--- src/hdl/tgc_pkg.sv ---
package tgc_pkg;

    // Q10.8 bound width, one sign-extended bit beyond the roll input
    localparam int unsigned BOUND_W = 18;
    localparam int unsigned PITCH_W = 16;
    localparam int unsigned ROLL_W  = 17;
    localparam int unsigned COUNT_W = 16;
    localparam int unsigned FRAC_W  = 8;
    localparam int unsigned CFG_W   = 16;
    localparam int unsigned IDX_W   = 2;

    // register indexes on the configuration port
    localparam logic [IDX_W-1:0] CFG_WARMUP = 2'd0;
    localparam logic [IDX_W-1:0] CFG_CALIB  = 2'd1;
    localparam logic [IDX_W-1:0] CFG_FRAC   = 2'd2;

    localparam logic [COUNT_W-1:0] WARMUP_RST = 16'd1000;
    localparam logic [COUNT_W-1:0] CALIB_RST  = 16'd4000;
    localparam logic [FRAC_W-1:0]  FRAC_RST   = 8'd128;

    typedef enum logic [2:0] {
        DIR_STILL = 3'd0,
        DIR_DOWN  = 3'd1,
        DIR_UP    = 3'd2,
        DIR_LEFT  = 3'd3,
        DIR_RIGHT = 3'd4
    } t_dir;

    typedef logic signed [BOUND_W-1:0] t_bound;

    // classification of one sample against the current windows
    typedef struct packed {
        logic hit;
        t_dir dir;
    } t_cls;

endpackage

--- src/hdl/tgc_widen.sv ---
module tgc_widen (
    input  tgc_pkg::t_bound              i_lo,
    input  tgc_pkg::t_bound              i_hi,
    input  logic [tgc_pkg::FRAC_W-1:0]   i_frac,
    output tgc_pkg::t_bound              o_lo,
    output tgc_pkg::t_bound              o_hi
);

    localparam int unsigned BW = tgc_pkg::BOUND_W;
    localparam int unsigned FW = tgc_pkg::FRAC_W;

    logic signed [BW:0]       w_span;
    logic [BW-1:0]            w_span_u;
    logic [BW+FW-1:0]         w_prod;
    logic [BW-1:0]            w_adj;
    logic signed [BW+1:0]     w_lo_x;
    logic signed [BW+1:0]     w_hi_x;

    function automatic tgc_pkg::t_bound sat(input logic signed [BW+1:0] v);
        if (v[BW+1:BW-1] == 3'b000 || v[BW+1:BW-1] == 3'b111) begin
            sat = v[BW-1:0];
        end else if (v[BW+1]) begin
            sat = {1'b1, {(BW-1){1'b0}}};
        end else begin
            sat = {1'b0, {(BW-1){1'b1}}};
        end
    endfunction

    always_comb begin
        w_span   = {i_hi[BW-1], i_hi} - {i_lo[BW-1], i_lo};
        // span is never negative in normal use; clamp anyway
        w_span_u = w_span[BW] ? '0 : w_span[BW-1:0];
        w_prod   = w_span_u * i_frac;
        w_adj    = w_prod[BW+FW-1:FW];
        w_lo_x   = {{2{i_lo[BW-1]}}, i_lo} - {2'b00, w_adj};
        w_hi_x   = {{2{i_hi[BW-1]}}, i_hi} + {2'b00, w_adj};
        o_lo     = sat(w_lo_x);
        o_hi     = sat(w_hi_x);
    end

endmodule

--- src/hdl/tgc_classify.sv ---
module tgc_classify (
    input  tgc_pkg::t_bound i_pitch,
    input  tgc_pkg::t_bound i_roll,
    input  tgc_pkg::t_bound i_pitch_lo,
    input  tgc_pkg::t_bound i_pitch_hi,
    input  tgc_pkg::t_bound i_roll_lo,
    input  tgc_pkg::t_bound i_roll_hi,
    output tgc_pkg::t_cls   o_cls
);

    logic w_p_in;
    logic w_r_in;

    // strict compares: a sample on a bound is outside that axis window
    always_comb begin
        w_p_in = (i_pitch > i_pitch_lo) && (i_pitch < i_pitch_hi);
        w_r_in = (i_roll > i_roll_lo) && (i_roll < i_roll_hi);
        o_cls.hit = 1'b1;
        o_cls.dir = tgc_pkg::DIR_STILL;
        if (w_p_in && w_r_in) begin
            o_cls.dir = tgc_pkg::DIR_STILL;
        end else if (i_pitch > i_pitch_hi && w_r_in) begin
            o_cls.dir = tgc_pkg::DIR_DOWN;
        end else if (i_pitch < i_pitch_lo && w_r_in) begin
            o_cls.dir = tgc_pkg::DIR_UP;
        end else if (i_roll > i_roll_hi && w_p_in) begin
            o_cls.dir = tgc_pkg::DIR_LEFT;
        end else if (i_roll < i_roll_lo && w_p_in) begin
            o_cls.dir = tgc_pkg::DIR_RIGHT;
        end else begin
            o_cls.hit = 1'b0;
        end
    end

endmodule

--- src/hdl/tilt_gesture_classifier.sv ---
// Datapath: an accepted sample passes the input register, then the result register.
// Throughput: 1 beat per cycle when not stalled; the whole per-sample update (window
// compares or one 18x8 widening multiply per axis) sits between the input and result registers.
// Reset (i_rst_n low, synchronous): config back to 1000 / 4000 / 128, sample count,
// bounds, held direction and heading cleared; both pipeline registers emptied.
module tilt_gesture_classifier (
    input  logic                         i_clk,
    input  logic                         i_rst_n,
    // config write port
    input  logic                         i_cfg_we,
    input  logic [tgc_pkg::IDX_W-1:0]    i_cfg_idx,
    input  logic [tgc_pkg::CFG_W-1:0]    i_cfg_data,
    // sample input
    input  logic                         i_valid,
    output logic                         o_stall,
    input  logic signed [15:0]           i_pitch,
    input  logic signed [16:0]           i_roll,
    // result output
    output logic                         o_valid,
    input  logic                         i_stall,
    output logic [2:0]                   o_direction,
    output logic [1:0]                   o_heading,
    output logic                         o_tone_on,
    output logic                         o_calibrating
);

    localparam int unsigned CW = tgc_pkg::COUNT_W;

    // config registers
    logic [CW-1:0]               r_warmup;
    logic [CW-1:0]               r_calib_end;
    logic [tgc_pkg::FRAC_W-1:0]  r_frac;

    // input register
    logic                        r_in_vld;
    logic signed [15:0]          r_pitch;
    logic signed [16:0]          r_roll;

    // block state
    logic [CW-1:0]               r_count;
    tgc_pkg::t_bound             r_p_lo, r_p_hi, r_r_lo, r_r_hi;
    tgc_pkg::t_bound             n_p_lo, n_p_hi, n_r_lo, n_r_hi;
    tgc_pkg::t_dir               r_dir, n_dir;
    logic [1:0]                  r_orient, n_orient;
    logic                        n_tone, n_calib;

    tgc_pkg::t_bound             w_p, w_r;
    tgc_pkg::t_bound             w_wp_lo, w_wp_hi, w_wr_lo, w_wr_hi;
    tgc_pkg::t_cls               w_cls;
    logic                        w_fire;
    logic                        w_track;

    // compute stage moves when the result register is free or draining
    assign w_fire  = r_in_vld && (!o_valid || !i_stall);
    assign o_stall = r_in_vld && !w_fire;

    assign w_p = {{2{r_pitch[15]}}, r_pitch};
    assign w_r = {r_roll[16], r_roll};

    tgc_widen u_widen_p (
        .i_lo   (r_p_lo),
        .i_hi   (r_p_hi),
        .i_frac (r_frac),
        .o_lo   (w_wp_lo),
        .o_hi   (w_wp_hi)
    );

    tgc_widen u_widen_r (
        .i_lo   (r_r_lo),
        .i_hi   (r_r_hi),
        .i_frac (r_frac),
        .o_lo   (w_wr_lo),
        .o_hi   (w_wr_hi)
    );

    tgc_classify u_classify (
        .i_pitch    (w_p),
        .i_roll     (w_r),
        .i_pitch_lo (r_p_lo),
        .i_pitch_hi (r_p_hi),
        .i_roll_lo  (r_r_lo),
        .i_roll_hi  (r_r_hi),
        .o_cls      (w_cls)
    );

    assign w_track = (r_count > r_warmup) && (r_count < r_calib_end);

    // per-sample update; count zero seeds, then tracking, widening, else classify
    always_comb begin
        n_p_lo   = r_p_lo;
        n_p_hi   = r_p_hi;
        n_r_lo   = r_r_lo;
        n_r_hi   = r_r_hi;
        n_dir    = r_dir;
        n_orient = r_orient;
        n_tone   = 1'b0;
        n_calib  = 1'b1;
        if (r_count == '0) begin
            n_p_lo = w_p;
            n_p_hi = w_p;
            n_r_lo = w_r;
            n_r_hi = w_r;
        end else if (w_track) begin
            if (w_p < r_p_lo) begin
                n_p_lo = w_p;
            end else if (w_p > r_p_hi) begin
                n_p_hi = w_p;
            end
            if (w_r < r_r_lo) begin
                n_r_lo = w_r;
            end else if (w_r > r_r_hi) begin
                n_r_hi = w_r;
            end
        end else if (r_count == r_calib_end) begin
            n_p_lo = w_wp_lo;
            n_p_hi = w_wp_hi;
            n_r_lo = w_wr_lo;
            n_r_hi = w_wr_hi;
        end else begin
            n_calib = 1'b0;
            if (w_cls.hit) begin
                n_dir = w_cls.dir;
                case (w_cls.dir)
                    tgc_pkg::DIR_STILL: begin
                        n_tone = 1'b1;
                    end
                    tgc_pkg::DIR_LEFT: begin
                        n_orient = r_orient - 2'd1;
                    end
                    tgc_pkg::DIR_RIGHT: begin
                        n_orient = r_orient + 2'd1;
                    end
                    default: begin
                        n_orient = r_orient;
                    end
                endcase
            end
        end
    end

    // config
    always_ff @(posedge i_clk) begin
        if (!i_rst_n) begin
            r_warmup    <= tgc_pkg::WARMUP_RST;
            r_calib_end <= tgc_pkg::CALIB_RST;
            r_frac      <= tgc_pkg::FRAC_RST;
        end else if (i_cfg_we) begin
            case (i_cfg_idx)
                tgc_pkg::CFG_WARMUP: r_warmup    <= i_cfg_data;
                tgc_pkg::CFG_CALIB:  r_calib_end <= i_cfg_data;
                tgc_pkg::CFG_FRAC:   r_frac      <= i_cfg_data[tgc_pkg::FRAC_W-1:0];
                default: begin
                end
            endcase
        end
    end

    // input register
    always_ff @(posedge i_clk) begin
        if (!i_rst_n) begin
            r_in_vld <= 1'b0;
        end else if (!o_stall) begin
            r_in_vld <= i_valid;
        end
    end

    always_ff @(posedge i_clk) begin
        if (i_valid && !o_stall) begin
            r_pitch <= i_pitch;
            r_roll  <= i_roll;
        end
    end

    // state
    always_ff @(posedge i_clk) begin
        if (!i_rst_n) begin
            r_count  <= '0;
            r_p_lo   <= '0;
            r_p_hi   <= '0;
            r_r_lo   <= '0;
            r_r_hi   <= '0;
            r_dir    <= tgc_pkg::DIR_STILL;
            r_orient <= '0;
        end else if (w_fire) begin
            if (r_count != '1) begin
                r_count <= r_count + 1'b1;
            end
            r_p_lo   <= n_p_lo;
            r_p_hi   <= n_p_hi;
            r_r_lo   <= n_r_lo;
            r_r_hi   <= n_r_hi;
            r_dir    <= n_dir;
            r_orient <= n_orient;
        end
    end

    // result register
    always_ff @(posedge i_clk) begin
        if (!i_rst_n) begin
            o_valid <= 1'b0;
        end else if (w_fire) begin
            o_valid <= 1'b1;
        end else if (!i_stall) begin
            o_valid <= 1'b0;
        end
    end

    always_ff @(posedge i_clk) begin
        if (w_fire) begin
            o_direction   <= n_dir;
            o_heading     <= n_orient;
            o_tone_on     <= n_tone;
            o_calibrating <= n_calib;
        end
    end

endmodule
--- config.mk ---
export PLATFORM = sky130hd
export DESIGN_NAME = tilt_gesture_classifier
export DESIGN_NICKNAME = d
export VERILOG_FILES = /design/src/hdl/tgc_pkg.sv /design/src/hdl/tgc_widen.sv /design/src/hdl/tgc_classify.sv /design/src/hdl/tilt_gesture_classifier.sv
export SDC_FILE = /design/constraint.sdc
export NUM_CORES = 1
export LEC_CHECK = 0
export BUFFER_PORTS_ARGS = -buffer_cell sky130_fd_sc_hd__buf_2
export CAP_MARGIN = 0
export CORE_UTILIZATION = 60
export CTS_CLUSTER_SIZE = 40
export DETAILED_ROUTE_END_ITERATION = 16
export HOLD_SLACK_MARGIN = 0.03
export PLACE_DENSITY = 0.77
export SETUP_SLACK_MARGIN = 0.3
export SLEW_MARGIN = 20
export SYNTH_ARGS = -nofsm -noshare
export SYNTH_HDL_FRONTEND = slang
export SYNTH_HIERARCHICAL = 1
export SYNTH_SLANG_ARGS = --single-unit
--- constraint.sdc ---
create_clock -name i_clk -period 28.9 [get_ports i_clk]
set_input_delay 5.78 -clock i_clk [delete_from_list [all_inputs] [get_ports i_clk]]
set_output_delay 5.78 -clock i_clk [all_outputs]
set_load 0.05 [all_outputs]
* Word level (Yosys, flattened, before mapping)
Cells that the tools add are included.
Word-level totals: register bits after elaboration 175, word-level logic and storage cells 146, RAM bits 0, input bits 56, latch bits 0, memory bits (read-only) 0, output and inout bits 9, memories 0
Cells by class: bitwise logic cells 1, magnitude comparators 10, divide/modulo/power cells 0, $mul 2, multiplexer cells 51, eq/ne operators 17, reduce and logical (&&, ||, !) cells 38, shifts and indexed selects 0, $add $sub $neg 9
Operators with widths (number):
- $mux W18 | 28
- $mul A18 B8 Y26 | 2
- $add A18 B19 Y20 | 2
- $sub A18 B19 Y20 | 2
- $sub A18 B18 Y19 | 2
- $gt A16 B18 Y1 | 2
- $gt A17 B18 Y1 | 2
- $lt A16 B18 Y1 | 2
- $lt A17 B18 Y1 | 2
- $mux W3 | 9
- $add A16 B1 Y16 const B | 1
- $eq A16 B16 Y1 | 1
- $gt A16 B16 Y1 | 1
- $logic_not A16 Y1 | 1
- $lt A16 B16 Y1 | 1
- $ne A16 B16 Y1 const B | 1
- $eq A3 B3 Y1 const B | 5
- $logic_not A3 Y1 | 5
- $ne A3 B1 Y1 const B | 4
- $logic_and A1 B1 Y1 | 11
- $mux W1 | 9
- $mux W2 | 4
- $reduce_and A2 Y1 | 4
- $reduce_and A4 Y1 | 2
- 16 further kinds | 25

* Longest topological paths before layout
word-level depth 14, depth in mapped cells 47, depth with buffers taken out 45

* By module
The synthesis kept the hierarchy.
Modules (own cells, without submodules):
- tilt_gesture_classifier | sequential area each 3903.7 µm², times used 1, cells an instance 1036, area each 9819.4 µm²
- tgc_widen at u_widen_r | sequential area each 0.0 µm², times used 1, cells an instance 965, area each 7679.9 µm²
- tgc_widen at u_widen_p | sequential area each 0.0 µm², times used 1, cells an instance 970, area each 7511.0 µm²
- tgc_classify | sequential area each 0.0 µm², times used 1, cells an instance 275, area each 1984.4 µm²

* Worst setup path after synthesis
Ideal clock, no wire load.
path type input -> output, from input port i_stall, to output port o_stall, arrival 6.261 ns, stages on the path 1, required time 23.120 ns, slack 16.859 ns, path buffers 0, cells stage by stage and3_1
Between the ends: cells in the longest elaborated chain, start to end 5
Ends and longest elaborated chain:
- start, declared | line tilt_gesture_classifier.sv:20 | input logic i_stall,
- $logic_not A1 Y1
- $logic_or A1 B1 Y1 | line tilt_gesture_classifier.sv:54 | assign w_fire = r_in_vld && (!o_valid || !i_stall);
- $logic_and A1 B1 Y1 | line tilt_gesture_classifier.sv:54
- $logic_not A1 Y1 | line tilt_gesture_classifier.sv:55 | assign o_stall = r_in_vld && !w_fire;
- $logic_and A1 B1 Y1 | line tilt_gesture_classifier.sv:55
- end, declared | line tilt_gesture_classifier.sv:15 | output logic o_stall,
Every way passes these cells.

* Worst setup path after layout
Ends and elaborated chain as after synthesis.

==> impl_metrics.toml <==
[outcome]
status = "complete, no violations"

[yosys]
ys_ff_latch = 175
synth_top_area_cell = "ha_1"
synth_edf_count = 40
yosys_warnings = 6
synth_adder_area_share = 0.321
synthSimpleGateAreaFrac = 0.178
synth.distinct_cells = 103
synthTopCellsByCount = "497 x inv_1, 380 x ha_1, 251 x a21oi_1"
synth_area_leaders = "ha_1 18%, fa_1 15%, dfxtp_1 10%, inv_1 6.9%, a21oi_1 4.7%"
synth_compound_area_frac = 0.186
synth_cells = 3246
synth_flop_cell = "dfxtp_1"
syn_area_um2 = 27000
yosysSeqAreaShare = 0.145
synth.avg_cell_area_um2 = 8.32
synth_xor_area_frac = 0.0473
muxShareOfSynthArea = 0.0362
yosysMostFrequentCell = "inv_1"
synth_top_area_frac = 0.176
async_flop_share = 0
syn_nets = 3878
synth_top_family_by_area = "adder cells"

[worst_hold_path]
whs_endpoint = "r_warmup[10]"
holdPathStages = 2
hp-start = "r_warmup[10]"
holdCritPathClass = "flip-flop to flip-flop"

[drt]
routedWlPerCell_um = 18.7
ant_nets = 0
dr.pass1.iters = 6
drcViolationCount = 0
vias = 23700
wl_um = 72100
drt-initial-drc-count = 1686
vias_per_cell = 6.15

[power_and_ir_drop]
power_frac_clock = 0.123
netSwitchingPower_w = 0.00103
p_leak_nw = 13.9
sw_frac_of_total = 0.520
pwr-share-comb = 0.728
intPower_w = 0.000954
cellPowerDensity_nw_per_um2 = 70.0
finalPower_w = 0.00199
pwr-share-seq = 0.148
vdd_drop_max_mv = 0.0511

[worst_setup_path]
rr_startpoint = "r_r_lo[0]"
end_kind = "output pin"
r2r_cells = 41
crit_type = "input pin to output pin"
worstPathArrival_ns = 6.43
critPathMaxStageDelay_ns = 0.30
crit_required_ns = 23.12
r2r_slack_ns = 17.08
rr_endpoint = "r_r_lo[11]"
crit_path_frequent_cell = "buf_2"
startpoint = "i_stall"
crit_path_start_kind = "input pin"
path_cells = "buf_2 -> and3_1 -> buf_2"
cp_slowest_cell = "buf_2"
cp_max_fo = 3

[sta]
post-route-period-util = 0.423
rsz0062_at_grt = "false"
hold_violations = 0
fin_setup_tns_ns = 0
fin_skew_ns = 0.00955
period_needed_ns = 12.21
finalMaxSlewViolations = 0
fmax_mhz = 81.9
fin_ws_ns = 16.69
slew_headroom = 0.315
worst_pin_slew_ns = 1.02
setup_viol_count_final = 0

[job]
cap_violations = 0

[die]
initial_utilization = 0.609
core.rowCount = 77
fp.dieArea_um2 = 45800
core_area_um2 = 44300
fp.dieW_um = 214
ios = 65
dieHeight_um = 214

[grt]
grt-ovfl-total = 0
grt_start_max_net_pins = 80
grtUsageTotal = 0.316
grt_pass1_wl_um = 118000
grt_pass1_vias = 23900
antenna_found_initial = 2

[cts]
insertion_delay_ns = 0.46
root_buffer = "clkbuf_16"
postCtsSetupBuffers = 0
cts_tree = "built"
h-tree-depth = 4
cts_resized = 0
cts_made_buffers = 17
cts_hold_buf = 0
cts_max_path_buffers = 2
cts_sinks = 175
clk_pin_slew_ns = 0.07

[final_layout]
final_core_util = 0.641
drive_above_1_share = 0.0615
final_cells = 3863
nets = 3889
syn2layout_area_growth_pct = 5.17
nFillCells = 3770

[placement]
place_hpwl_um = 56200
port_buffers = 64
place_inst = 3830
dp_slack_ns = 16.70
place.gp.congestion = 0.983
## layer usage
metal,up-vias,track usage,part of all wire
met1,11400,0.422,0.43
li1,11200,-,-
met5,-,0,0.00032
met2,954,0.526,0.47
met4,4,0.104,0.025
met3,123,0.0438,0.076
## metrics by stage
stage | instance area (um^2) | hold WS [ns]
after floorplan | 27000 | 0.436
after global placement | 27800 | 0.442
after detailed placement | 27800 | 0.448
after CTS | 28400 | 0.458
after global routing | 28400 | 0.479
final | 28400 | 0.456
## final cells by class
class	count	area (um^2)	share of cell area
clock buffer	20	479	0.0169
multi-input combinational	2480	20800	0.732
antenna	1	2.50	0.0000881
clock inverter	12	135	0.00476
inverter	497	1870	0.0657
sequential	175	3900	0.138
timing repair buffer	86	489	0.0172
tap	592	741	0.0261
## power by group through the flow
stage	Sequential, W	Clock, W	Combinational (W)
3_3_place_gp	0.000298	0	0.00136
6_report	0.000294	0.000245	0.00145
2_1_floorplan	0.000288	0	0.00108
4_1_cts	0.000293	0.000248	0.00141
3_5_place_dp	0.000298	0	0.00140
5_1_grt	0.000296	0.000257	0.00160
## worst max-delay path: cells and delay by family
family,cells,cell delay (ns)
buf+inv,2,0.40
simple gates,1,0.25
## registers in the layout, summed over array words and instances, names as in the netlist
register	count
o_calibrating	1
o_direction	3
o_heading	2
o_tone_on	1
o_valid	1
r_calib_end	16
r_count	16
r_dir	3
r_frac	8
r_in_vld	1
r_orient	2
r_p_hi	18
r_p_lo	18
r_pitch	16
r_r_hi	18
r_r_lo	18
r_roll	17
r_warmup	16
## worst max-delay path by stage
stage            endpoint  slack (ns)  cells past startpoint
2_1_floorplan     o_stall       16.86                      1
3_3_place_gp      o_stall       16.71                      3
3_5_place_dp      o_stall       16.70                      3
4_1_cts           o_stall       16.69                      3
5_1_grt        r_r_lo[11]       16.30                     41
6_report          o_stall       16.69                      3
## cell usage in the layout (no fill, tap or decap), drive strengths merged, types with 19 or more instances in the layout
| master | instances |
|---|---|
| a211oi | 34 |
| a21o | 78 |
| a21oi | 254 |
| a31o | 21 |
| a31oi | 19 |
| and2 | 120 |
| and3 | 116 |
| buf | 86 |
| clkbuf | 20 |
| dfxtp | 135 |
| edfxtp | 40 |
| fa | 196 |
| ha | 380 |
| inv | 506 |
| mux2 | 41 |
| mux2i | 51 |
| nand2 | 205 |
| nand2b | 26 |
| nand3 | 63 |
| nand4 | 53 |
| nor2 | 171 |
| nor2b | 35 |
| nor3 | 42 |
| o211ai | 21 |
| o21a | 27 |
| o21ai | 171 |
| o311a | 19 |
| xnor2 | 74 |
| xor2 | 70 |
## cell families (layout without fill, tap and decap cells)
kind of cell / Yosys count / after routing
AO/OA/AOI/OAI: 763 / 763
multiplexers: 92 / 92
flip-flops: 175 / 175
XOR/XNOR: 144 / 144
buffers and inverters: 591 / 615
other: 0 / 1
AND/OR/NAND/NOR: 905 / 905
adder cells (fa/ha/maj): 576 / 576
Note: power is estimated with default switching activity, not from simulation.
